==> config.mk <==
export PLATFORM = sky130hd
export DESIGN_NAME = pmm_ram
export DESIGN_NICKNAME = d
export VERILOG_FILES = /design/src/hdl/pmm_ram.sv
export SDC_FILE = /design/constraint.sdc
export NUM_CORES = 1
export LEC_CHECK = 0
export ABC_AREA = 1
export BUFFER_PORTS_ARGS = -buffer_cell sky130_fd_sc_hd__buf_4
export CELL_PAD_IN_SITES_DETAIL_PLACEMENT = 1
export CELL_PAD_IN_SITES_GLOBAL_PLACEMENT = 1
export CORE_MARGIN = 3
export CORE_UTILIZATION = 52
export DETAILED_ROUTE_END_ITERATION = 10
export GPL_ROUTABILITY_DRIVEN = 0
export HOLD_SLACK_MARGIN = 0.06
export PLACE_DENSITY_LB_ADDON = 0.1
export SKIP_LAST_GASP = 1
export SYNTH_ARGS = -nofsm -noshare
export SYNTH_HDL_FRONTEND = slang
export SYNTH_SLANG_ARGS = --single-unit
==> constraint.sdc <==
create_clock -name clock -period 2.29 [get_ports clock]
set_input_delay 0.229 -clock clock [delete_from_list [all_inputs] [get_ports clock]]
set_output_delay 0.229 -clock clock [all_outputs]
set_load 0.03 [all_outputs]
==> src/hdl/pmm_ram.sv <==
// ----------------------------------------------------------------------------
// pmm_ram: generic simple dual-port RAM
// One write port, one read port with registered read data (old data on a
// read of the address being written in the same cycle).
// ----------------------------------------------------------------------------
module pmm_ram #(
   parameter int WIDTH  = 8,
   parameter int DEPTH  = 16,
   parameter int ADDR_W = (DEPTH > 1) ? $clog2(DEPTH) : 1
) (
   input  logic              clock,
   input  logic              wr_en,
   input  logic [ADDR_W-1:0] wr_addr,
   input  logic [WIDTH-1:0]  wr_data,
   input  logic              rd_en,
   input  logic [ADDR_W-1:0] rd_addr,
   output logic [WIDTH-1:0]  rd_data
);

   logic [WIDTH-1:0] mem_ff [DEPTH];

   always_ff @(posedge clock) begin
      if (wr_en) begin
         mem_ff[wr_addr] <= wr_data;
      end
      if (rd_en) begin
         rd_data <= mem_ff[rd_addr];
      end
   end

endmodule

==> implementation parameters, run 1 <==
Parameter                              Value

Worst setup path
  Crit end category    register
  Peak fanout along the critical path    64
  Worst endpoint required time    2.45 ns
  Top Family by Delay on Critical Path    simple AND/OR/NAND/NOR gates
  Chain of cells forming the critical path    buf_4, buf_4, nand2_1, nand3_1, nand3_1, nand3_1, nand2_1
  Reg2reg end    rd_data[3]
  Worst EP arrival    1.60 ns
  Cell seen most often among critical-path stages    nand3_1
  Slowest stage cell on the critical path    buf_4
  Number of stages on the worst setup path    7
  Worst Reg2Reg Path Length in Cells    6
  Flop2flop setup slack    1.04 ns
  Category of the worst setup path launch point    primary input
  Delay of the slowest cell on the worst path    0.58 ns
  Buf/Inv on CP    2
  Startpoint of the lowest-slack register-to-register path    mem_ff[15][3]
  Category of the critical setup timing path    primary input to register

Timing
  Min setup slack post-route    0.8533 ns
  Worst hold margin    0.1290 ns
  Final-report max-slew violation count    0
  RSZ-0062 raised after global routing    false
  Clk_skew    0.005893 ns
  Max_slew headroom    0.4642
  Final number of hold-violating endpoints    0
  Number of failing setup endpoints in the final timing report    0
  Worst-margin pin slew    0.8008 ns
  Highest attainable clock frequency    0.6960 GHz
  Minimum period implied by the final worst setup slack    1.437 ns
  Final period util    0.6274
  Setup Total Neg Slack    0 ns

Die
  Initial core utilization    0.5347
  Count of boundary I/O pins    27
  Cell row count    38
  Chip height    112.0 um
  CORE AREA    10940 sq um
  Total die area    12550 sq um
  Die width    112.0 um

Placed design
  Number of buffers added on ports    26
  Worst slack at placement    0.4704 ns
  Half-perimeter wire length after placement    9.473 mm

Clock tree
  Clock tree from TritonCTS    built
  Cell at the root of the clock tree    clkbuf_16
  Setup fix buffers added after clock tree synthesis    0
  H-tree levels    4
  Bufs on Longest Clock Path    2
  Hold-fix buffer count after cts    0
  Clock net sink count    136
  Clock transition at the register clock pins on the worst setup and hold paths after CTS    0.06 ns
  Number of buffers created by CTS    17
  Number of gates resized after CTS    0
  Clk Latency, worst-skew pair    0.41 ns

Synthesis
  Syn. warnings    0
  Share of synthesized area occupied by flip-flops and latches    0.6985
  Number of distinct library cell variants in the gate-level netlist after synthesis    11
  Synthesized net count    570
  Cells after Synth    551
  Avg Inst Size Synth    10.61 sq um
  Cell area after synthesis    5847 sq um
  Register bit count reported by yosys    136

Hold path
  Worst min-delay path category    primary input to register
  Number of cells on the worst hold path    1
  Hold EP    rd_data[6]
  Start point of the worst min-delay path    rd_en

Final layout
  # diodes    0
  Area delta synth->final    16.07%
  Number of nets in the layout    606
  Layout filler cell count    1180
  Multi-input gate area    1214 sq um
  Layout cells sized above 1    0.1183
  Area of all sequential standard cells    4084 sq um

Pwr
  Sw frac    0.2177
  Switching pwr    1314 uW
  Sequential cell fraction of total power    0.468
  Cell Pwr Density    889.5 nW/um^2
  Maximum VDD drop    578.8 uV
  Post-layout power    6037 uW
  Internal power contribution    4723 uW
  Reported leakage power    0.002924 uW
  Share of total power in the clock network    0.467
  Combinational power share    0.065

Global route
  Largest net degree at the start of global routing    65
  Global routing usage on met3    0.05660
  Number of antenna violations at the first check in global routing    0
  Most heavily used metal layer in global routing    met2
  Fraction of met1 tracks used by global routing    0.3531
  Global-route congestion overflow total    0
  GR met2 Demand/Resource    0.4584
  Total track usage    0.2678
  Global-route wire length before repair    24.87 mm
  Via count of the first global-routing pass    4349

Routing
  Vias post-DR    4056
  Post-detailed-route count of antenna-violating nets    0
  Detailed-routing iteration count for the pre-antenna-repair pass    4
  Via density    5.481
  Drt wl/cell    21.09 um
  Drt first-iter violations    346
  Post-Route WL    15.61 mm
  # DRC    0

Flow run
  Max-Cap Viols    0

Status
  Run status    complete, no violations
-- final cells by class --
| class | instances | area share |
|---|---|---|
| Sequential cell | 136 | 0.6018 |
| Multi-Input combinational cell | 289 | 0.1788 |
| Clock buffer | 18 | 0.06324 |
| Inverter | 102 | 0.05642 |
| Timing Repair Buffer | 41 | 0.04720 |
| Clock inverter | 14 | 0.02673 |
| Tap cell | 140 | 0.02581 |
-- cell usage after synthesis, drive strengths merged --
| library cell | instances | area share |
|---|---|---|
| nor2 | 17 | 0.011 |
| inv | 102 | 0.065 |
| nand3 | 97 | 0.083 |
| buf | 24 | 0.028 |
| edfxtp | 136 | 0.70 |
| nand3b | 2 | 0.0026 |
| nand2 | 173 | 0.11 |
-- cells by family (layout without fill, tap and decap cells) --
| family | after synthesis | count (layout) | synth area share |
|---|---|---|---|
| and+or+nand+nor | 289 | 289 | 0.2076 |
| buffers and inverters | 126 | 175 | 0.09394 |
| DFF | 136 | 136 | 0.6985 |
-- worst register-to-register path: cells and delay by family (launching register included) --
| family | cells | cell delay (ns) |
|---|---|---|
| and+or+nand+nor | 5 | 0.59 |
| DFF | 1 | 0.35 |
| buffers and inverters | 1 | 0.07 |
-- power by group through the flow --
stage               Combinational [uW]  Sequential (uW)  Clock, uW
detailed placement                 385             2880          0
global route                       431             2830       2960
floorplan                          197             2890          0
finish                             391             2830       2820
CTS                                394             2830       2830
global placement                   369             2870          0
-- flip-flops by register name, indices dropped and copies added, names as in the netlist --
register and cells:
rd_data 8, mem_ff 128
-- cells in the final DEF (no fill, tap or decap) --
cell          n
buf_12        1
buf_4        40
bufinv_16     4
clkbuf_1      1
clkbuf_16    17
clkinv_1      3
clkinv_2      2
clkinv_4      2
clkinvlp_4    3
edfxtp_1    136
inv_1       100
inv_2         2
nand2_1     173
nand3_1      97
nand3b_1      2
nor2_1       17
-- worst max-delay path by stage --
| stage | startpoint | to | slack, ns |
|---|---|---|---|
| detailed placement | rd_addr[0] | rd_data[3] | 0.47 |
| global placement | rd_addr[0] | rd_data[4] | 0.56 |
| finish | rd_addr[0] | rd_data[3] | 0.85 |
| global route | rd_addr[0] | rd_data[4] | 0.74 |
| floorplan | wr_addr[2] | mem_ff[10][0] | 1.11 |
| CTS | rd_addr[0] | rd_data[4] | 0.86 |
-- per-layer routing --
| layer | vias up | routed length [um] |
|---|---|---|
| met5 | - | 0 |
| met4 | 0 | 230 |
| met3 | 22 | 886 |
| met2 | 129 | 7892 |
| met1 | 2050 | 6596 |
| li1 | 1855 | - |
-- per-stage QoR --
stage                     std cells  utilization  cell area [sq um]
after floorplan                 551            -               5847
after global routing            740       0.6206               6787
after CTS                       740       0.6206               6787
final                           740       0.6206               6787
after global placement          708       0.5648               6176
after detailed placement        708       0.5648               6176
No activity file was read; power rests on OpenSTA's default activity.
==> run 2: changes to the inputs <==
ABC_AREA = 0   (was 1)
CORE_UTILIZATION = 53   (was 52)
clock period = 1.51 ns   (was 2.29 ns; I/O delays follow)
==> run 2 against run 1 <==
The run now ends with setup timing left. Routed wire length shrank 23%. Setup slack lost 0.87 ns. Power grew 45%. Global-route usage shrank 3.9 points. Synthesized cell count shrank 58%. Combinational power grew 33%. Via count shrank 36%. Clock skew grew 0.0068 ns. Die area shrank 12%. Sequential share of layout area grew 3.1 points. Largest power group unchanged.
==> implementation parameters, run 2 <==
Parameter                              Value

Synthesis
  Share of synthesized area occupied by flip-flops and latches    0.7812 (+0.08275)
  Synthesized net count    248 (-56%)
  Avg Inst Size Synth    22.83 sq um (+120%)
  Cell accounting for the most synthesized area    edfxtp_1
  Area share of the largest cell type after synthesis    0.7812 (+0.08275)
  Register bit count reported by yosys    136 (unchanged)
  Cell area after synthesis    5228 sq um (-11%)
  Most used flip-flop cell after synthesis    edfxtp_1
  Syn. warnings    0 (unchanged)
  Async set-reset flop share out of synthesis    0 (unchanged)
  Cells after Synth    229 (-58%)
  Most frequent cells after synthesis    edfxtp_1 (136), mux4_2 (18), a22oi_1 (16)
  Leading post-synthesis cells by cell area    edfxtp_1 (78%), mux4_2 (7.8%), mux4_1 (7.0%)
  Number of distinct library cell variants in the gate-level netlist after synthesis    18 (+7)
  Post-synth EDFFs    136 (unchanged)
  Cell with the most instances after synthesis    edfxtp_1

Routing
  Drt wl/cell    26.92 um (+28%)
  Post-Route WL    11.95 mm (-23%)
  Drt first-iter violations    257 (-26%)
  Detailed-routing iteration count for the pre-antenna-repair pass    4 (unchanged)
  # DRC    0 (unchanged)
  Via density    5.813 (+6.1%)
  Post-detailed-route count of antenna-violating nets    0 (unchanged)
  Vias post-DR    2581 (-36%)

Pwr
  Cell Pwr Density    1355 nW/um^2 (+52%)
  Maximum VDD drop    733.2 uV (+27%)
  Reported leakage power    0.002190 uW (-25%)
  Post-layout power    8742 uW (+45%)

Worst setup path
  Worst endpoint required time    1.76 ns (-0.69 ns)
  Endpoint of the most critical setup path    rd_data[5]
  Reg2reg end    rd_data[5]
  Peak fanout along the critical path    1 (-98%)
  Flop2flop setup slack    -0.02 ns (-1.06 ns)
  Crit end category    register
  Critical Path Start    mem_ff[10][5]
  Category of the worst setup path launch point    register
  Worst EP arrival    1.78 ns (+0.18 ns)
  Startpoint of the lowest-slack register-to-register path    mem_ff[10][5]
  Category of the critical setup timing path    register to register
  Worst Reg2Reg Path Length in Cells    3 (-3)

Global route
  Most heavily used metal layer in global routing    met2
  Via count of the first global-routing pass    2825 (-35%)
  Global routing usage on met3    0.05328 (-0.003328)
  Largest net degree at the start of global routing    17 (-74%)
  Global-route congestion overflow total    0 (unchanged)
  Fraction of met1 tracks used by global routing    0.3107 (-0.04243)
  GR met2 Demand/Resource    0.3761 (-0.08229)
  Total track usage    0.2292 (-0.03859)
  Global-route wire length before repair    17.97 mm (-28%)
  Number of antenna violations at the first check in global routing    0 (unchanged)

Status
  Run status    finished, violations left
  Failing checks    setup timing

Flow run
  Max-Cap Viols    0 (unchanged)

Timing
  Worst-margin pin slew    1.027 ns (+0.2265 ns)
  Clk_skew    0.01274 ns (+0.006843 ns)
  Worst hold margin    0.1319 ns (+0.002891 ns)
  Highest attainable clock frequency    0.6531 GHz
  RSZ-0062 raised after global routing    true
  Final period util    1.014
  Minimum period implied by the final worst setup slack    1.531 ns
  Min setup slack post-route    -0.02107 ns (-0.8743 ns)
  Final number of hold-violating endpoints    0 (unchanged)
  Final-report max-slew violation count    0 (unchanged)
  Number of failing setup endpoints in the final timing report    2 (+2)
  Max_slew headroom    0.3126 (-0.1515)

Die
  Cell row count    35 (-7.9%)
  Initial core utilization    0.5552 (+0.02055)
  Chip height    105.3 um (-6.0%)
  Total die area    11090 sq um (-12%)
  Die width    105.3 um (-6.0%)
  Count of boundary I/O pins    27 (unchanged)
  CORE AREA    9415 sq um (-14%)

Clock tree
  Clock net sink count    136 (unchanged)
  H-tree levels    4 (unchanged)
  Clk Latency, worst-skew pair    0.52 ns (+0.11 ns)
  Clock tree from TritonCTS    built
  Clock transition at the register clock pins on the worst setup and hold paths after CTS    0.06 ns (about the same)
  Bufs on Longest Clock Path    2 (unchanged)
  Number of buffers created by CTS    17 (unchanged)
  Cell at the root of the clock tree    clkbuf_8
  Setup fix buffers added after clock tree synthesis    0 (unchanged)

Placed design
  Area after detailed placement    5771 sq um (-6.6%)
  Half-perimeter wire length after placement    7.372 mm (-22%)
  Number of buffers added on ports    26 (unchanged)

Final layout
  Number of nets in the layout    321 (-47%)
  Number of flip-flops under the largest register name    128 (unchanged)
  Layout cells sized above 1    0.3683 (+0.2499)
  # diodes    0 (unchanged)
  Regs by FF count    mem_ff x128, rd_data x8
  Top register by number of flip-flops    mem_ff
  Area delta synth->final    23.46%
  Leading cell type in the layout, fill and taps excluded    edfxtp_1
  Top library cells by usage in the layout, fill and taps aside    edfxtp_1 (136), buf_4 (51), mux4_2 (22)
  Finished layout cell area    6454 sq um (-4.9%)

Hold path
  Worst min-delay path category    primary input to register
-- run 2: cell count changes after synthesis, sizes merged, moves of 3 or more --
| cell | delta |
|---|---|
| nand3 | -96 |
| clkdlybuf4s25 | +3 |
| buf | -17 |
| inv | -102 |
| a22oi | +16 |
| nand2 | -164 |
| mux4 | +32 |
| nor2 | -4 |
| nor3 | +4 |
-- run 2: area by class of cell --
| cell class | instances | area, sq um |
|---|---|---|
| clock buffer | 17 | 414.1 |
| clock inverter | 15 | 153.9 |
| fill | 770 | 2962 |
| tap | 129 | 161.4 |
| sequential | 136 | 4084 |
| multi-input combinational | 83 | 1087 |
| timing repair buffer | 64 | 553.0 |
-- run 2: worst max-delay path, cell delays in order (launching register included) --
cell	delay (ns)
edfxtp_1	0.40
mux4_2	0.49
a22oi_2	0.25
nand2_1	0.12
-- run 2: timing repair --
action                                  CTS  global route
endpoints found under the setup margin    5             7
hold endpoints to repair                136             0
hold buffers                              9             0
pin swaps                                 3             1
resized for setup                         5             7
-- run 2: metal layers --
layer,part of all wire,vias to the layer above
li1,-,1125
met1,0.41,1342
met2,0.51,100
met3,0.070,14
met4,0.013,0
met5,0,-
-- run 2: cells by family after synthesis --
kind of cell           Yosys count  share of synthesized area
muxes                           32                     0.1479
buffers and inverters           10                    0.01651
and+or+nand+nor                 35                    0.03136
DFF                            136                     0.7812
AOI/OAI and AO/OA               16                    0.02298
-- run 2: how the worst min path moves through the flow --
stage	depth (start not counted)	slack, ns	from	end
floorplan	0	0.25	wr_data[0]	mem_ff[0][0]
global placement	1	0.46	wr_data[2]	mem_ff[12][2]
detailed placement	1	0.47	wr_data[5]	mem_ff[14][5]
CTS	3	0.12	wr_addr[0]	mem_ff[0][0]
global route	3	0.14	wr_addr[0]	mem_ff[0][1]
finish	3	0.13	wr_addr[0]	mem_ff[0][0]
-- run 2: power breakdown --
part           switching [uW]  internal, uW
combinational             288           233
sequential               30.3          4250
clock                    1590          2350
-- run 2: per-stage QoR --
| step | TNS [ns] | cells | setup WS (ns) | util |
|---|---|---|---|---|
| 6_report | -0.02650 | 444 | -0.02107 | 0.6854 |
| 5_1_grt | -0.09496 | 444 | -0.04658 | 0.6854 |
| 4_1_cts | -0.03491 | 444 | -0.02005 | 0.6845 |
| 3_5_place_dp | -1.400 | 403 | -0.2035 | 0.6129 |
| 3_3_place_gp | -1.151 | 403 | -0.2020 | 0.6129 |
| 2_1_floorplan | 0 | 229 | 0.07659 | - |
==> run 3: changes to the inputs <==
PLACE_DENSITY = 0.78   (was not set)
PLACE_DENSITY_LB_ADDON = not set   (was 0.1)
==> run 3 against run 2 <==
The run now ends clean. Combinational power down 4%. Routed wire length down 3.8%. Design area about the same. Flip-flop and latch count unchanged. Non-clock buffer count down 5. First-iteration DRC count down 3.5%. Sequential power about the same. Critical path depth unchanged. Global-route usage about the same. Critical endpoint is now rd_data[7]. Largest cell class unchanged.
==> implementation parameters, run 3 (same netlist as run 2, synthesis figures left out) <==
Parameter                              Value

Pwr
  Maximum VDD drop    764.2 uV (+4.2%)
  Cell Pwr Density    1410 nW/um^2 (+4.1%)
  Switching pwr    1795 uW (-5.9%)
  Reported leakage power    0.002195 uW (+0.25%)
  Combinational power share    0.055 (-0.005)
  Sequential cell fraction of total power    0.471 (-0.019)
  Share of total power in the clock network    0.474 (+0.024)
  Sw frac    0.1972 (-0.02100)
  Internal power contribution    7310 uW (+7.0%)

Clock tree
  Setup fix buffers added after clock tree synthesis    0 (unchanged)
  Number of buffers created by CTS    17 (unchanged)
  Clock tree from TritonCTS    built
  Clock transition at the register clock pins on the worst setup and hold paths after CTS    0.06 ns (about the same)
  Cell at the root of the clock tree    clkbuf_8
  Clock net sink count    136 (unchanged)
  Bufs on Longest Clock Path    2 (unchanged)
  Clk Latency, worst-skew pair    0.52 ns (about the same)
  H-tree levels    4 (unchanged)

Global route
  Via count of the first global-routing pass    2847 (+0.78%)
  Largest net degree at the start of global routing    17 (unchanged)
  Global-route congestion overflow total    0 (unchanged)
  Global-route wire length before repair    17.71 mm (-1.4%)
  Number of antenna violations at the first check in global routing    0 (unchanged)
  Total track usage    0.2296 (+0.0004432)

Timing
  Final number of hold-violating endpoints    0 (unchanged)
  Worst hold margin    0.1582 ns (+0.02630 ns)
  RSZ-0062 raised after global routing    false
  Minimum period implied by the final worst setup slack    1.456 ns (-0.07523 ns)
  Max_slew headroom    0.4532 (+0.1406)
  Number of failing setup endpoints in the final timing report    0 (-2)
  Final period util    0.9641 (-0.04982)
  Final-report max-slew violation count    0 (unchanged)
  Clk_skew    0.008067 ns (-0.004668 ns)
  Setup Total Neg Slack    0 ns (+0.02650 ns)
  Highest attainable clock frequency    0.6869 GHz (+5.2%)
  Worst-margin pin slew    0.8172 ns (-0.2101 ns)

Placed design
  # placed instances    399 (-0.99%)
  Number of buffers added on ports    26 (unchanged)
  Half-perimeter wire length after placement    7.073 mm (-4.1%)

Routing
  Post-Route WL    11.50 mm (-3.8%)
  Via density    5.943 (+2.2%)
  Vias post-DR    2603 (+0.85%)
  Detailed-routing iteration count for the pre-antenna-repair pass    4 (unchanged)
  Post-detailed-route count of antenna-violating nets    0 (unchanged)
  Drt wl/cell    26.25 um (-2.5%)
  Drt first-iter violations    248 (-3.5%)
  # DRC    0 (unchanged)

Worst setup path
  Slowest stage cell on the critical path    mux4_2
  Top Family by Delay on Critical Path    multiplexers
  Worst endpoint required time    1.78 ns (+0.02 ns)
  Peak fanout along the critical path    1 (unchanged)
  Crit end category    register
  Category of the critical setup timing path    register to register
  Chain of cells forming the critical path    mux4_2, a22oi_2, nand2_1
  Buf/Inv on CP    0 (unchanged)
  Category of the worst setup path launch point    register
  Worst EP arrival    1.72 ns (-0.06 ns)
  Delay of the slowest cell on the worst path    0.51 ns (+0.02 ns)

Final layout
  Area delta synth->final    23.53% (about the same)
  Layout filler cell count    752 (-2.3%)
  Number of flip-flops under the largest register name    128 (unchanged)
  Leading cell type in the layout, fill and taps excluded    edfxtp_1
  Regs by FF count    mem_ff x128, rd_data x8
  Layout cells sized above 1    0.3430 (-0.02521)
  Top register by number of flip-flops    mem_ff
  Top library cells by usage in the layout, fill and taps aside    edfxtp_1 (136), buf_4 (46), mux4_2 (21)
  Number of standard cells in the layout, taps in and fillers out    438 (-1.4%)
  Multi-input gate area    1076 sq um (-1.0%)
  Number of nets in the layout    316 (-1.6%)
  Final Util    0.6858 (about the same)
  # diodes    0 (unchanged)
  Area of all sequential standard cells    4084 sq um (unchanged)

Flow run
  Max-Cap Viols    0 (unchanged)

Die
  Cell row count    35 (unchanged)
  Count of boundary I/O pins    27 (unchanged)
  Initial core utilization    0.5552 (unchanged)
  Die width    105.3 um (unchanged)
  Total die area    11090 sq um (unchanged)
  CORE AREA    9415 sq um (unchanged)
  Chip height    105.3 um (unchanged)

Hold path
  Worst min-delay path category    primary input to register

Status
  Run status    complete, no violations
[run 3: final timing paths]
check	from	end	slack [ns]	depth (start not counted)
worst max register to register	mem_ff[11][7]	rd_data[7]	0.05	3
worst min-delay path	wr_addr[0]	mem_ff[8][6]	0.16	3
worst min register to register	mem_ff[4][0]	rd_data[0]	0.76	3
worst max-delay path	mem_ff[11][7]	rd_data[7]	0.05	3
[run 3: final cells by class]
cell class / instances / share of cell area
clock buffer: 18 / 0.06472
clock inverter: 13 / 0.03139
multi-input combinational: 83 / 0.1666
sequential: 136 / 0.6324
tap: 129 / 0.02500
timing repair buffer: 59 / 0.07983
[run 3: stage by stage]
step / setup WS [ns] / instance area (sq um) / total power [uW]
2_1_floorplan: 0.07659 / 5233 / 4601
3_3_place_gp: -0.2262 / 5741 / 4810
3_5_place_dp: -0.3090 / 5741 / 4836
4_1_cts: -0.02793 / 6457 / 9176
5_1_grt: 0.001917 / 6457 / 9414
6_report: 0.05416 / 6457 / 9105
[run 3: timing repair]
item / in CTS / in global routing
pin swaps: 1 / 2
hold buffers: 9 / 0
hold endpoints to repair: 136 / 0
endpoints found under the setup margin: 2 / 6
resized for setup: 3 / 5
[run 3: tightest hold or removal path, delay by kind of cell]
kind,cells,cell delay (ns)
buffers and inverters,2,0.29
and+or+nand+nor,1,0.05
[run 3: power groups by stage]
stage	combinational, uW	clock, uW	sequential, uW
detailed placement	474	0	4360
CTS	505	4380	4290
finish	501	4320	4290
global placement	457	0	4350
floorplan	215	0	4390
global route	541	4580	4290
[run 3: per-layer routing]
| layer | vias up | GRT usage | share of wire |
|---|---|---|---|
| li1 | 1113 | - | - |
| met1 | 1370 | 0.3160 | 0.42 |
| met2 | 102 | 0.3566 | 0.50 |
| met3 | 18 | 0.06430 | 0.061 |
| met4 | 0 | 0.08247 | 0.018 |
| met5 | - | 0 | 0 |
