### src/hdl/pmm_pkg.sv
// ----------------------------------------------------------------------------
// pmm_pkg: shared types and constants of the pixel min/max normalizer
// Sample width, action codes, store word layout and the payload structs that
// pass between the store stage, the divider and the result queue.
// ----------------------------------------------------------------------------
package pmm_pkg;

   localparam int PIX_BITS   = 10;
   localparam int MIN_W      = PIX_BITS + 1;
   localparam int INDEX_W    = 16;
   localparam int ACT_W      = 2;
   localparam int WORD_W     = MIN_W + PIX_BITS;
   localparam int NUM_W      = 2 * PIX_BITS;
   localparam int DIV_STAGES = PIX_BITS;

   // result queue must cover every beat in flight from accept to pop
   localparam int FIFO_DEPTH = 16;
   localparam int FIFO_PTR_W = 4;
   localparam logic [FIFO_PTR_W:0] CREDIT_FULL = (FIFO_PTR_W + 1)'(FIFO_DEPTH);

   typedef logic [ACT_W-1:0] pmm_action_type;

   localparam pmm_action_type ACT_FOLD  = 2'd0;
   localparam pmm_action_type ACT_NORM  = 2'd1;
   localparam pmm_action_type ACT_CLEAR = 2'd2;

   localparam logic [MIN_W-1:0]    EMPTY_MIN  = {1'b1, {PIX_BITS{1'b0}}};
   localparam logic [PIX_BITS-1:0] EMPTY_MAX  = '0;
   localparam logic [WORD_W-1:0]   CLEAR_WORD = {EMPTY_MIN, EMPTY_MAX};

   typedef struct packed {
      logic [PIX_BITS-1:0] pixel;
      logic [MIN_W-1:0]    lo;
      logic [PIX_BITS-1:0] hi;
      logic                do_norm;
   } pmm_calc_type;

   typedef struct packed {
      logic [PIX_BITS-1:0] norm_value;
      logic [MIN_W-1:0]    min_value;
      logic [PIX_BITS-1:0] max_value;
      logic                zero_range;
   } pmm_rsp_type;

endpackage

### src/hdl/pmm_norm_div.sv
// ----------------------------------------------------------------------------
// pmm_norm_div: normalization datapath
// Clamps the sample into [min,max], forms (p-min)*(2^PIX_BITS-1) and divides it by
// (max-min) in a restoring divider of one quotient bit per stage.
// ----------------------------------------------------------------------------
module pmm_norm_div import pmm_pkg::*; (
   input  logic         clock,
   input  logic         reset,
   input  logic         in_valid,
   input  pmm_calc_type in_calc,
   output logic         out_valid,
   output pmm_rsp_type  out_rsp
);

   logic [DIV_STAGES:0] valid_ff;
   logic [DIV_STAGES:0] valid_in;

   logic [NUM_W-1:0]    rem_ff  [DIV_STAGES];
   logic [PIX_BITS-1:0] dvs_ff  [DIV_STAGES];
   logic [PIX_BITS-1:0] quo_ff  [DIV_STAGES+1];
   logic [MIN_W-1:0]    lo_ff   [DIV_STAGES+1];
   logic [PIX_BITS-1:0] hi_ff   [DIV_STAGES+1];
   logic                flat_ff [DIV_STAGES+1];

   logic                has_span;
   logic                do_div;
   logic [PIX_BITS-1:0] lo_short;
   logic [PIX_BITS-1:0] clamp_pix;
   logic [PIX_BITS-1:0] offset;
   logic [NUM_W-1:0]    rem0_in;
   logic [PIX_BITS-1:0] dvs0_in;
   logic                flat0_in;

   assign valid_in = {valid_ff[DIV_STAGES-1:0], in_valid};

   always_ff @(posedge clock) begin
      if (reset) begin
         valid_ff <= '0;
      end else begin
         valid_ff <= valid_in;
      end
   end

   // with a real span the minimum is below 2^PIX_BITS, so its low bits carry it
   always_comb begin
      has_span = {1'b0, in_calc.hi} > in_calc.lo;
      do_div   = in_calc.do_norm && has_span;
      lo_short = in_calc.lo[PIX_BITS-1:0];
      if (in_calc.pixel < lo_short) begin
         clamp_pix = lo_short;
      end else if (in_calc.pixel > in_calc.hi) begin
         clamp_pix = in_calc.hi;
      end else begin
         clamp_pix = in_calc.pixel;
      end
      offset = clamp_pix - lo_short;
      if (do_div) begin
         rem0_in = (NUM_W'(offset) << PIX_BITS) - NUM_W'(offset);
         dvs0_in = in_calc.hi - lo_short;
      end else begin
         rem0_in = '0;
         dvs0_in = PIX_BITS'(1);
      end
      flat0_in = in_calc.do_norm && !has_span;
   end

   always_ff @(posedge clock) begin
      rem_ff[0]  <= rem0_in;
      dvs_ff[0]  <= dvs0_in;
      quo_ff[0]  <= '0;
      lo_ff[0]   <= in_calc.lo;
      hi_ff[0]   <= in_calc.hi;
      flat_ff[0] <= flat0_in;
   end

   for (genvar g = 1; g <= DIV_STAGES; g++) begin : g_stage
      logic [NUM_W-1:0]    trial;
      logic                take;
      logic [PIX_BITS-1:0] quo_in;

      // quotient below 2^PIX_BITS: test divisor scaled by the bit weight
      assign trial  = NUM_W'(dvs_ff[g-1]) << (DIV_STAGES - g);
      assign take   = rem_ff[g-1] >= trial;
      assign quo_in = {quo_ff[g-1][PIX_BITS-2:0], take};

      always_ff @(posedge clock) begin
         quo_ff[g]  <= quo_in;
         lo_ff[g]   <= lo_ff[g-1];
         hi_ff[g]   <= hi_ff[g-1];
         flat_ff[g] <= flat_ff[g-1];
      end

      if (g < DIV_STAGES) begin : g_carry
         logic [NUM_W-1:0] rem_in;

         assign rem_in = take ? (rem_ff[g-1] - trial) : rem_ff[g-1];

         always_ff @(posedge clock) begin
            rem_ff[g] <= rem_in;
            dvs_ff[g] <= dvs_ff[g-1];
         end
      end
   end

   assign out_valid          = valid_ff[DIV_STAGES];
   assign out_rsp.norm_value = quo_ff[DIV_STAGES];
   assign out_rsp.min_value  = lo_ff[DIV_STAGES];
   assign out_rsp.max_value  = hi_ff[DIV_STAGES];
   assign out_rsp.zero_range = flat_ff[DIV_STAGES];

endmodule
### config.mk
export PLATFORM = sky130hd
export DESIGN_NAME = pmm_norm_div
export DESIGN_NICKNAME = d
export VERILOG_FILES = /design/src/hdl/pmm_pkg.sv /design/src/hdl/pmm_norm_div.sv
export SDC_FILE = /design/constraint.sdc
export NUM_CORES = 1
export LEC_CHECK = 0
export BUFFER_PORTS_ARGS = -buffer_cell sky130_fd_sc_hd__buf_2
export CAP_MARGIN = 40
export CELL_PAD_IN_SITES_DETAIL_PLACEMENT = 1
export CELL_PAD_IN_SITES_GLOBAL_PLACEMENT = 1
export CORE_AREA = 4 4 188 236
export CTS_CLUSTER_DIAMETER = 50
export CTS_CLUSTER_SIZE = 12
export DETAILED_ROUTE_END_ITERATION = 6
export DIE_AREA = 0 0 192 240
export PLACE_DENSITY_LB_ADDON = 0.25
export SLEW_MARGIN = 0
export SYNTH_ARGS = -nofsm -noshare
export SYNTH_HDL_FRONTEND = slang
export SYNTH_SLANG_ARGS = --single-unit
### constraint.sdc
create_clock -name clock -period 6.9 [get_ports clock]
set_clock_uncertainty 0.05 [all_clocks]
set_input_delay 1.38 -clock clock [delete_from_list [all_inputs] [get_ports clock]]
set_output_delay 1.38 -clock clock [all_outputs]
set_load 0.05 [all_outputs]
==> run summary, run 1 <==
Post-route clock period utilization -> 81.26%
Post-CTS sizing -> 0
1st-pass router iterations -> 6
Syn Nets -> 2044
Proportion of synthesized area in mux cells -> 1.311%
Syn Std Cell Area -> 20420 sq um
Fillers -> 4405
Largest net degree at the start of global routing -> 31
Overflow after GRT -> 0
Leak -> 9.643 nW
Synth Area in XOR/XNOR -> 4.847%
CTS tree -> built
Synth-to-Final Area Change -> 13.28%
EDFF count, synth -> 0
Met2 usage -> 37.07%
Row count -> 84
GR Layer Usage met3 -> 2.614%
Initial Utilization -> 48.69%
Hold Fails Final Rpt -> 0
Clk buf depth -> 3
Status -> complete, no violations
CTS Hold Buffers Added -> 0
Cells after Synth -> 1859
Slew margin rel. -> 44.10%
CTS Root Cell -> clkbuf_16
RSZ-0062 raised after global routing -> no
Required @ worst endpoint -> 7.35 ns
# H-tree levels -> 2
Final setup viols -> 0
Yosys warnings -> 0
CP Launch Type -> primary input
Die Width -> 192 um
Arr. time, crit path -> 6.06 ns
CP Max Fanout -> 6
1st-iter DRT viols -> 294
Dpl cell area -> 21410 sq um
Power per cell area -> 461.3 nW/um^2
Max cap viols -> 0
Hold_ws -> 0.2676 ns
FF+latch count, synth -> 608
All-layer global routing usage -> 18.59%
Fmax -> 178.3 MHz
Main combinational cell family by area after synthesis -> simple AND/OR/NAND/NOR gates
Hpwl dp -> 31470 um
Adder-Cell Fraction of Synth Area -> 9.596%
N_diodes -> 0
Clock transition at the registers of the reported paths -> 0.06 ns
Crit Path Class -> primary input to flip-flop
Number of input and output port buffers inserted -> 67
Wire per inst -> 16.55 um
Clock buffer count from CTS -> 60
Synth Flop Type -> dfxtp_1
Syn avg cell area -> 10.98 sq um
Via density -> 5.075
Share of layout cells above drive strength 1 -> 9.238%
Global-route wire length before repair -> 69820 um
Slew Limit Fails -> 0
DRC Markers -> 0
Synth cell types -> 68
Core Area -> 41940 sq um
Post-synth ARST share -> 0%
Via count -> 12890
Worst vdd ir -> 0.2425 mV
Initial antenna violation count -> 0
Worst hold-check path type -> flip-flop to flip-flop
Vias in the first global route -> 14050
Most frequent cells in the layout -> dfxtp_1, inv_1, ha_1
Final ANT Viol Nets -> 0
Worst-Skew Late Latency -> 0.62 ns
Hold path start -> dvs_ff[5][2]
CP endpoint kind -> flip-flop
Synth Area in Simple Gates -> 11.45%
Post-Route WL -> 42030 um
Nets -> 2154
Post-route cell area -> 23130 sq um
Worst Setup SP -> in_calc[6]
Post-CTS Setup Bufs -> 0
Cells after DPL -> 2466
Crit path time final -> 5.607 ns
Global Route met1 Usage -> 19.64%
Top-Level Pins -> 68
Worst-Margin Slew -> 0.8362 ns
GP Congestion -> 0.8676
Reg2Reg Launch Point -> dvs_ff[0][1]
Setup TNS -> 0 ns
Finished Layout Cells -> 2540
Busiest grt layer -> met2
Sequential-to-total area share from yosys stat -> 59.61%
Compound-cell area share of the yosys netlist -> 9.474%
Die area -> 46080 sq um
Sink Count -> 608
Commonest non-fill, non-tap cell in the layout -> dfxtp_1
Die H -> 240 um
[logic make-up (layout without fill, tap and decap cells)]
| logic type | Yosys count | after routing |
|---|---|---|
| DFF | 608 | 608 |
| and+or+nand+nor | 451 | 451 |
| AOI/OAI and AO/OA | 315 | 315 |
| buffers and inverters | 197 | 319 |
| adders and majority gates | 150 | 150 |
| xor gates and xnor gates | 113 | 113 |
| muxes | 25 | 25 |
[final cells by class]
class	instances	area [sq um]	share of cell area, %
multi-input combinational	1054	7505	32.45
clock buffer	64	1546	6.686
timing repair buffer	75	395.4	1.709
clock inverter	10	173.9	0.7519
inverter	170	638.1	2.759
sequential	608	12170	52.62
tap	559	699.4	3.024
[worst max-delay path, cell delays in order]
cell	delay [ns]
buf_2	0.12
inv_1	0.05
ha_1	0.33
a21oi_1	0.14
o21ai_0	0.17
a2111oi_0	0.56
nor2_1	0.27
o211ai_1	0.21
o21ai_0	0.15
ha_1	0.26
fa_1	0.40
nor2b_1	0.18
o21ai_0	0.10
nand2b_1	0.13
xnor2_1	0.21
nand2_1	0.16
or4_4	0.47
or3_1	0.49
a21oi_2	0.20
nor2_1	0.06
[path summary, 6_finish.rpt]
check	endpoint	slack (ns)	depth (start not counted)
worst max-delay path	rem_ff[0][15]	1.29	20
worst min-delay path	dvs_ff[6][2]	0.27	0
worst max register to register	rem_ff[1][13]	3.46	11
worst min register to register	dvs_ff[6][2]	0.27	0
[Yosys cell counts (6+ instances only)]
cell type / n / share of area [%]
nor2_1: 115 / 2.1
or3_1: 13 / 0.40
nor4_1: 25 / 0.77
a21oi_1: 109 / 2.7
nand2_1: 85 / 1.6
clkbuf_1: 21 / 0.39
nor3_1: 36 / 0.88
o31ai_1: 10 / 0.37
nand4_1: 12 / 0.37
o21ai_0: 82 / 2.0
o21a_1: 7 / 0.26
nand2b_1: 33 / 1.0
or2_2: 7 / 0.21
and4_1: 6 / 0.26
mux2_2: 14 / 0.77
inv_1: 170 / 3.1
nand3_1: 27 / 0.66
xnor2_1: 69 / 3.0
a21boi_0: 13 / 0.48
a31oi_1: 13 / 0.40
nand4b_1: 10 / 0.43
and2_1: 7 / 0.21
nor2b_1: 45 / 1.4
a211oi_1: 7 / 0.26
xor2_1: 44 / 1.9
or4_1: 6 / 0.22
dfxtp_1: 608 / 60
ha_1: 139 / 8.5
fa_1: 11 / 1.1
mux2i_1: 11 / 0.54
a21o_1: 27 / 0.99
[through the flow]
step	utilization, %	worst slack [ns]	power, W
finish	55.16	1.293	0.01067
global route	55.16	0.8494	0.01139
detailed placement	51.05	0.6946	0.007838
CTS	55.16	1.348	0.01079
floorplan	-	1.225	0.007011
global placement	51.05	0.7091	0.007676
[report_power, final]
group          switching [W]  leakage, nW  total [W]  internal (W)
Combinational        0.00181         3.74    0.00325       0.00144
Sequential          0.000345         5.06    0.00454       0.00419
Clock                0.00126        0.840    0.00289       0.00163
Total                0.00341         9.64     0.0107       0.00726
[registers in the layout, summed over array words and instances (netlist names)]
register,count
dvs_ff,100
lo_ff,121
rem_ff,200
quo_ff,55
valid_ff,11
hi_ff,110
flat_ff,11
[layer usage]
layer  routed length [um]  up-vias
met2                23120      150
met3                 1053       85
li1                     -     6474
met1                16490     6181
met4                 1370        0
met5                    0        -
Power figures use the tool's default switching activity.
==> run 2, diff against run 1 <==
==> constraint.sdc (replaced) <==
create_clock -name clock -period 5.6 [get_ports clock]
set_clock_uncertainty 0.05 [all_clocks]
set_input_delay 1.12 -clock clock [delete_from_list [all_inputs] [get_ports clock]]
set_output_delay 1.12 -clock clock [all_outputs]
set_load 0.05 [all_outputs]
==> run 2 against run 1 <==
Register-to-register slack got worse by 1.5 ns. Clock power increased by 23%. Global-route usage increased by 1.5 points. Critical path depth increased by 1. Design area increased by 1.5%. Critical path type unchanged. Wire length increased by 7.0%. First-iteration DRC count increased by 54%. Sequential share of layout area decreased by 0.78 points. Count of clock-buffer cells in the layout decreased by 1. Critical endpoint is now rem_ff[0][11]. Die area unchanged.
==> run summary, run 2 (synthesis gave the netlist of run 1 again) <==
Initial Utilization -> 48.69% (unchanged)
Largest net degree at the start of global routing -> 31 (unchanged)
Post-route clock period utilization -> 92.66%
1st-pass router iterations -> 4 (-2)
Core Area -> 41940 sq um (unchanged)
Initial antenna violation count -> 0 (unchanged)
Top flop regs -> rem_ff (200), lo_ff (121), hi_ff (110)
DRC Markers -> 0 (unchanged)
Arr. time, crit path -> 5.62 ns (-0.44 ns)
Setup WS pre-CTS -> -0.2141 ns (-0.9087 ns)
GR Layer Usage met3 -> 2.614% (unchanged)
Via count -> 13160 (+2.1%)
CTS Hold Buffers Added -> 0 (unchanged)
Final setup viols -> 0 (unchanged)
Hpwl dp -> 32950 um (+4.7%)
Share of layout cells above drive strength 1 -> 11.25% (+2.0 points)
Finished Layout Cells -> 2586 (+1.8%)
Slew margin rel. -> 44.80% (+0.71 points)
Overflow after GRT -> 0 (unchanged)
Hold path start -> quo_ff[6][1]
N_diodes -> 0 (unchanged)
1st-iter DRT viols -> 454 (+54%)
Reg2Reg Launch Point -> dvs_ff[0][1]
Hold Fails Final Rpt -> 0 (unchanged)
Clock transition at the registers of the reported paths -> 0.06 ns (about the same)
Worst Hold End -> quo_ff[7][2]
Worst flop-to-flop path endpoint -> rem_ff[1][12]
RSZ-0062 raised after global routing -> no
GP Congestion -> 0.8455 (-2.5%)
Pwr Total -> 0.01330 W (+25%)
Reg area -> 12170 sq um (unchanged)
CTS tree -> built
Post-Route WL -> 44990 um (+7.0%)
Slew Limit Fails -> 0 (unchanged)
Die H -> 240 um (unchanged)
# H-tree levels -> 2 (unchanged)
Required @ worst endpoint -> 6.03 ns (-1.32 ns)
Global Route met1 Usage -> 19.91% (+0.27 points)
Fillers -> 4420 (+0.34%)
Dpl cell area -> 21780 sq um (+1.7%)
Status -> complete, no violations
Number of input and output port buffers inserted -> 67 (unchanged)
Post-CTS sizing -> 0 (unchanged)
Min-Delay Path Depth -> 0 (unchanged)
Sink Count -> 608 (unchanged)
CP Launch Type -> primary input
Nets -> 2201 (+2.2%)
Die area -> 46080 sq um (unchanged)
Cells after DPL -> 2514 (+1.9%)
Max reg flops -> 200 (unchanged)
Cells on worst reg2reg path -> 11 (unchanged)
Busiest grt layer -> met2
Worst hold-check path type -> flip-flop to flip-flop
CTS Root Cell -> clkbuf_16
Clock buffer count from CTS -> 59 (-1.7%)
Die Width -> 192 um (unchanged)
Row count -> 84 (unchanged)
Fmax -> 192.7 MHz
Global-route wire length before repair -> 74840 um (+7.2%)
Via density -> 5.087 (+0.24%)
Final setup margin -> 0.4108 ns (-0.8822 ns)
Multi-input combinational cell area -> 7505 sq um (unchanged)
CP Max Fanout -> 6 (unchanged)
Wire per inst -> 17.40 um (+5.1%)
Worst-Skew Late Latency -> 0.60 ns (-0.02 ns)
Register-to-register setup slack -> 1.98 ns (-1.48 ns)
Crit Path Class -> primary input to flip-flop
Clk buf depth -> 3 (unchanged)
Power per cell area -> 566.3 nW/um^2 (+23%)
CP endpoint kind -> flip-flop
Final ANT Viol Nets -> 0 (unchanged)
Post-route cell area -> 23480 sq um (+1.5%)
Top-Level Pins -> 68 (unchanged)
Vias in the first global route -> 14860 (+5.8%)
Met2 usage -> 40.95% (+3.9 points)
Max cap viols -> 0 (unchanged)
Largest reg by FF count -> rem_ff
Worst-Margin Slew -> 0.8279 ns (-0.008276 ns)
Most frequent cells in the layout -> dfxtp_1, inv_1, ha_1
Leak -> 9.856 nW (+2.2%)
Synth-to-Final Area Change -> 14.99%
Worst vdd ir -> 0.2867 mV (+18%)
All-layer global routing usage -> 20.06% (+1.5 points)
Crit path time final -> 5.189 ns
Post-CTS Setup Bufs -> 0 (unchanged)
Setup TNS -> 0 ns (unchanged)
Commonest non-fill, non-tap cell in the layout -> dfxtp_1
==> run 2: changes by cell type in the layout (fill, tap and decap cells not counted) <==
cell,change
clkbuf_16,-1
inv_8,-1
buf_12,+1
inv_6,-2
clkbuf_1,+1
buf_4,+47
clkinv_2,-1
clkbuf_8,-1
bufinv_16,+1
clkinvlp_4,+2
==> run 2: how the worst max path moves through the flow <==
stage | startpoint | end
floorplan | in_calc[6] | rem_ff[0][11]
global placement | in_calc[6] | rem_ff[0][12]
detailed placement | in_calc[6] | rem_ff[0][15]
CTS | in_calc[6] | rem_ff[0][15]
global route | in_calc[6] | rem_ff[0][12]
finish | in_calc[6] | rem_ff[0][11]
==> run 2: final cells by class <==
cell class | count | share of cell area, %
Sequential cell | 608 | 51.84
Tap cell | 559 | 2.979
Inverter | 170 | 2.718
Clock buffer | 63 | 6.438
Timing Repair Buffer | 123 | 3.272
Clock inverter | 9 | 0.7887
Multi-Input combinational cell | 1054 | 31.96
==> run 2: routing by layer <==
metal | vias to the layer above | wire (um)
li1 | 6561 | -
met1 | 6309 | 16630
met2 | 184 | 25430
met3 | 101 | 1111
met4 | 0 | 1821
met5 | - | 0
==> run 2: metrics by stage <==
step	util, %	hold WS (ns)
after floorplan	-	0.2596
after global placement	51.94	0.2598
after detailed placement	51.94	0.2632
after CTS	55.99	0.2511
after global routing	55.99	0.2623
final	55.99	0.2492
==> run 2: where the power goes <==
group,switching (W),total [W],internal (W)
Sequential,0.000440,0.00560,0.00516
Combinational,0.00230,0.00414,0.00184
Clock,0.00155,0.00355,0.00201
==> run 2: worst max-delay path, stage by stage <==
cell,delay (ns)
buf_2,0.09
inv_1,0.04
ha_1,0.33
a21oi_1,0.18
o21ai_0,0.17
a2111oi_0,0.42
buf_4,0.18
nor2_1,0.06
buf_4,0.19
mux2i_1,0.16
a21oi_1,0.09
ha_1,0.31
o21ai_2,0.13
a21oi_2,0.05
or4_1,0.39
a31oi_1,0.33
xnor2_1,0.14
or4_4,0.49
or3_1,0.48
nor2b_4,0.18
o31ai_1,0.07
==> run 3, diff against run 2 <==
--- a/config.mk
+++ b/config.mk
@@ -7,13 +7,11 @@
 export LEC_CHECK = 0
 export BUFFER_PORTS_ARGS = -buffer_cell sky130_fd_sc_hd__buf_2
 export CAP_MARGIN = 40
-export CELL_PAD_IN_SITES_DETAIL_PLACEMENT = 1
-export CELL_PAD_IN_SITES_GLOBAL_PLACEMENT = 1
-export CORE_AREA = 4 4 188 236
+export CORE_AREA = 4 4 170 214
 export CTS_CLUSTER_DIAMETER = 50
 export CTS_CLUSTER_SIZE = 12
 export DETAILED_ROUTE_END_ITERATION = 6
-export DIE_AREA = 0 0 192 240
+export DIE_AREA = 0 0 174 218
 export PLACE_DENSITY_LB_ADDON = 0.25
 export SLEW_MARGIN = 0
 export SYNTH_ARGS = -nofsm -noshare
==> run 3 against run 2 <==
Combinational power fell by 3%. Worst setup slack improved by 0.036 ns. Wire length fell by 17%. First-iteration DRC count rose by 20%. Critical path depth did not move. Register-to-register slack improved by 0.22 ns. Power fell by 2.3%. Design area fell by 1.1%. Critical path type unchanged.
==> run summary, run 3 (synthesis gave the netlist of run 1 again) <==
Final ANT Viol Nets -> 0 (unchanged)
Nets -> 2197 (-0.18%)
Leak -> 9.813 nW (-0.44%)
Cells on worst reg2reg path -> 11 (unchanged)
CTS Root Cell -> clkbuf_16
Dpl cell area -> 21580 sq um (-0.94%)
Post-route clock period utilization -> 92.01% (-0.65 points)
Top flop regs -> rem_ff (200), lo_ff (121), hi_ff (110)
CP endpoint kind -> flip-flop
Most frequent cells in the layout -> dfxtp_1, inv_1, ha_1
Critical path endpoint -> rem_ff[0][14]
Pint -> 0.008924 W (-0.95%)
Row count -> 76 (-9.5%)
Synth-to-Final Area Change -> 13.69%
Required @ worst endpoint -> 5.99 ns (-0.04 ns)
Crit Path Class -> primary input to flip-flop
Hold Fails Final Rpt -> 0 (unchanged)
Cell family with most CP delay -> simple AND/OR/NAND/NOR gates
Final setup viols -> 0 (unchanged)
Slew margin rel. -> 46.16% (+1.4 points)
Die Width -> 174 um (-9.4%)
Register-to-register setup slack -> 2.20 ns (+0.22 ns)
GP Congestion -> 0.8710 (+3.0%)
Crit-path cells -> buf_2, inv_1, ha_1, a21oi_1, o21ai_0, a2111oi_0, buf_4, nor2_1, buf_4, mux2i_1, a21oi_1, ha_1, nand2b_1, a21oi_2, or4_1, a31oi_1, xnor2_1, or4_4, or3_1, nand3b_1, a21oi_1
Share of layout cells above drive strength 1 -> 10.98% (-0.26 points)
Max reg flops -> 200 (unchanged)
Max incr delay on CP -> 0.49 ns (about the same)
Clock buffer count from CTS -> 59 (unchanged)
Post-route cell area -> 23210 sq um (-1.1%)
Cell repeated most along the worst path -> a21oi_1
CTS Hold Buffers Added -> 0 (unchanged)
Global-route wire length before repair -> 62770 um (-16%)
Fmax -> 194.1 MHz (+0.71%)
Slew Limit Fails -> 0 (unchanged)
Post-Route WL -> 37490 um (-17%)
Reg2Reg Launch Point -> dvs_ff[8][1]
Top-Level Pins -> 68 (unchanged)
Seq pwr share -> 42.9% (+0.8 points)
Arr. time, crit path -> 5.54 ns (-0.08 ns)
Switching pwr -> 0.004066 W (-5.1%)
Wire per inst -> 15.30 um (-12%)
Power per cell area -> 559.6 nW/um^2 (-1.2%)
RSZ-0062 raised after global routing -> no
1st-iter DRT viols -> 547 (+20%)
Worst vdd ir -> 0.3199 mV (+12%)
1st-pass router iterations -> 5 (+1)
Die H -> 218 um (-9.2%)
Core Area -> 34230 sq um (-18%)
Clk buf depth -> 3 (unchanged)
Sw frac -> 31.30% (-0.93 points)
Largest reg by FF count -> rem_ff
Comb power frac -> 30.8% (-0.4 points)
Post-CTS sizing -> 0 (unchanged)
Clock transition at the registers of the reported paths -> 0.06 ns (about the same)
Max cap viols -> 0 (unchanged)
CP Max Fanout -> 6 (unchanged)
Initial antenna violation count -> 1 (+1)
Worst-Skew Late Latency -> 0.59 ns (about the same)
Die area -> 37930 sq um (-18%)
Critical Path Stages -> 21 (unchanged)
CTS tree -> built
Status -> complete, no violations
Buf+Inv Stages, Crit Path -> 4 (unchanged)
Hpwl dp -> 27460 um (-17%)
# H-tree levels -> 2 (unchanged)
Sink Count -> 608 (unchanged)
Post-CTS Setup Bufs -> 0 (unchanged)
Worst flop-to-flop path endpoint -> rem_ff[9][14]
Overflow after GRT -> 0 (unchanged)
Pwr Total -> 0.01299 W (-2.3%)
All-layer global routing usage -> 20.01% (-0.049 points)
CP max stage cell -> a2111oi_0
CP Launch Type -> primary input
Largest net degree at the start of global routing -> 26 (-16%)
Worst hold-check path type -> flip-flop to flip-flop
Number of input and output port buffers inserted -> 67 (unchanged)
DRC Markers -> 0 (unchanged)
Crit path time final -> 5.153 ns (-0.03636 ns)
Worst-Margin Slew -> 0.8054 ns (-0.02253 ns)
Initial Utilization -> 59.65% (+11 points)
Commonest non-fill, non-tap cell in the layout -> dfxtp_1
Clock power frac -> 26.3% (-0.4 points)
Via density -> 5.270 (+3.6%)
Vias in the first global route -> 13600 (-8.5%)
Via count -> 12920 (-1.8%)
Worst Setup SP -> in_calc[6]
run 3: cell count changes in the layout (fill, tap and decap cells not counted), sizes merged:
cell | previous run | this run
inv | 171 | 175
diode | 0 | 1
bufinv | 2 | 1
clkbuf | 63 | 62
buf | 123 | 119
clkinvlp | 2 | 0
clkinv | 4 | 2
run 3: area by class of cell:
| class | instances | area, sq um |
|---|---|---|
| fill | 2529 | 11020 |
| clock inverter | 8 | 136.4 |
| multi-input combinational | 1054 | 7505 |
| antenna | 1 | 2.502 |
| clock buffer | 62 | 1498 |
| timing repair buffer | 119 | 725.7 |
| sequential | 608 | 12170 |
| inverter | 170 | 638.1 |
| tap | 429 | 536.8 |
run 3: metrics by stage:
stage | worst slack, ns | util [%] | TNS (ns) | hold slack (ns) | instances
2_1_floorplan | 0.1851 | - | 0 | 0.2596 | 1859
3_3_place_gp | 0.01266 | 63.03 | 0 | 0.2601 | 2380
3_5_place_dp | -0.1056 | 63.03 | -0.6371 | 0.2621 | 2380
4_1_cts | 0.5062 | 67.80 | 0 | 0.2723 | 2450
5_1_grt | 0.1932 | 67.81 | 0 | 0.2719 | 2451
6_report | 0.4472 | 67.81 | 0 | 0.2702 | 2451
run 3: power groups by stage:
stage	registers, W	clock network [W]	logic (W)
3_5_place_dp	0.00565	0	0.00393
4_1_cts	0.00557	0.00350	0.00399
5_1_grt	0.00566	0.00369	0.00449
2_1_floorplan	0.00560	0	0.00304
6_report	0.00557	0.00342	0.00400
3_3_place_gp	0.00562	0	0.00380
run 3: worst reg2reg max path: cells and delay by family, from the launching register on:
family,cells,cell delay (ns)
buffers and inverters,1,0.06
AO/OA/AOI/OAI,5,1.62
flip-flops,1,0.37
adder cells (fa/ha/maj),1,0.30
XOR/XNOR,1,0.17
AND/OR/NAND/NOR,3,0.75
run 3: layer usage:
layer / global-route usage [%] / wire length (um) / vias to the layer above / part of all wire, %
li1: - / - / 6571 / -
met1: 19.68 / 14120 / 6012 / 38
met2: 40.58 / 20690 / 239 / 55
met3: 3.156 / 1222 / 95 / 3.3
met4: 8.846 / 1455 / 0 / 3.9
met5: 0 / 0 / - / 0
run 3: worst min path at each step:
stage,slack (ns),from,endpoint,cells past startpoint
floorplan,0.26,flat_ff[9],flat_ff[10],0
global placement,0.26,hi_ff[8][4],hi_ff[9][4],0
detailed placement,0.26,hi_ff[2][5],hi_ff[3][5],0
CTS,0.27,lo_ff[9][10],lo_ff[10][10],0
global route,0.27,lo_ff[8][6],lo_ff[9][6],0
finish,0.27,hi_ff[2][5],hi_ff[3][5],0
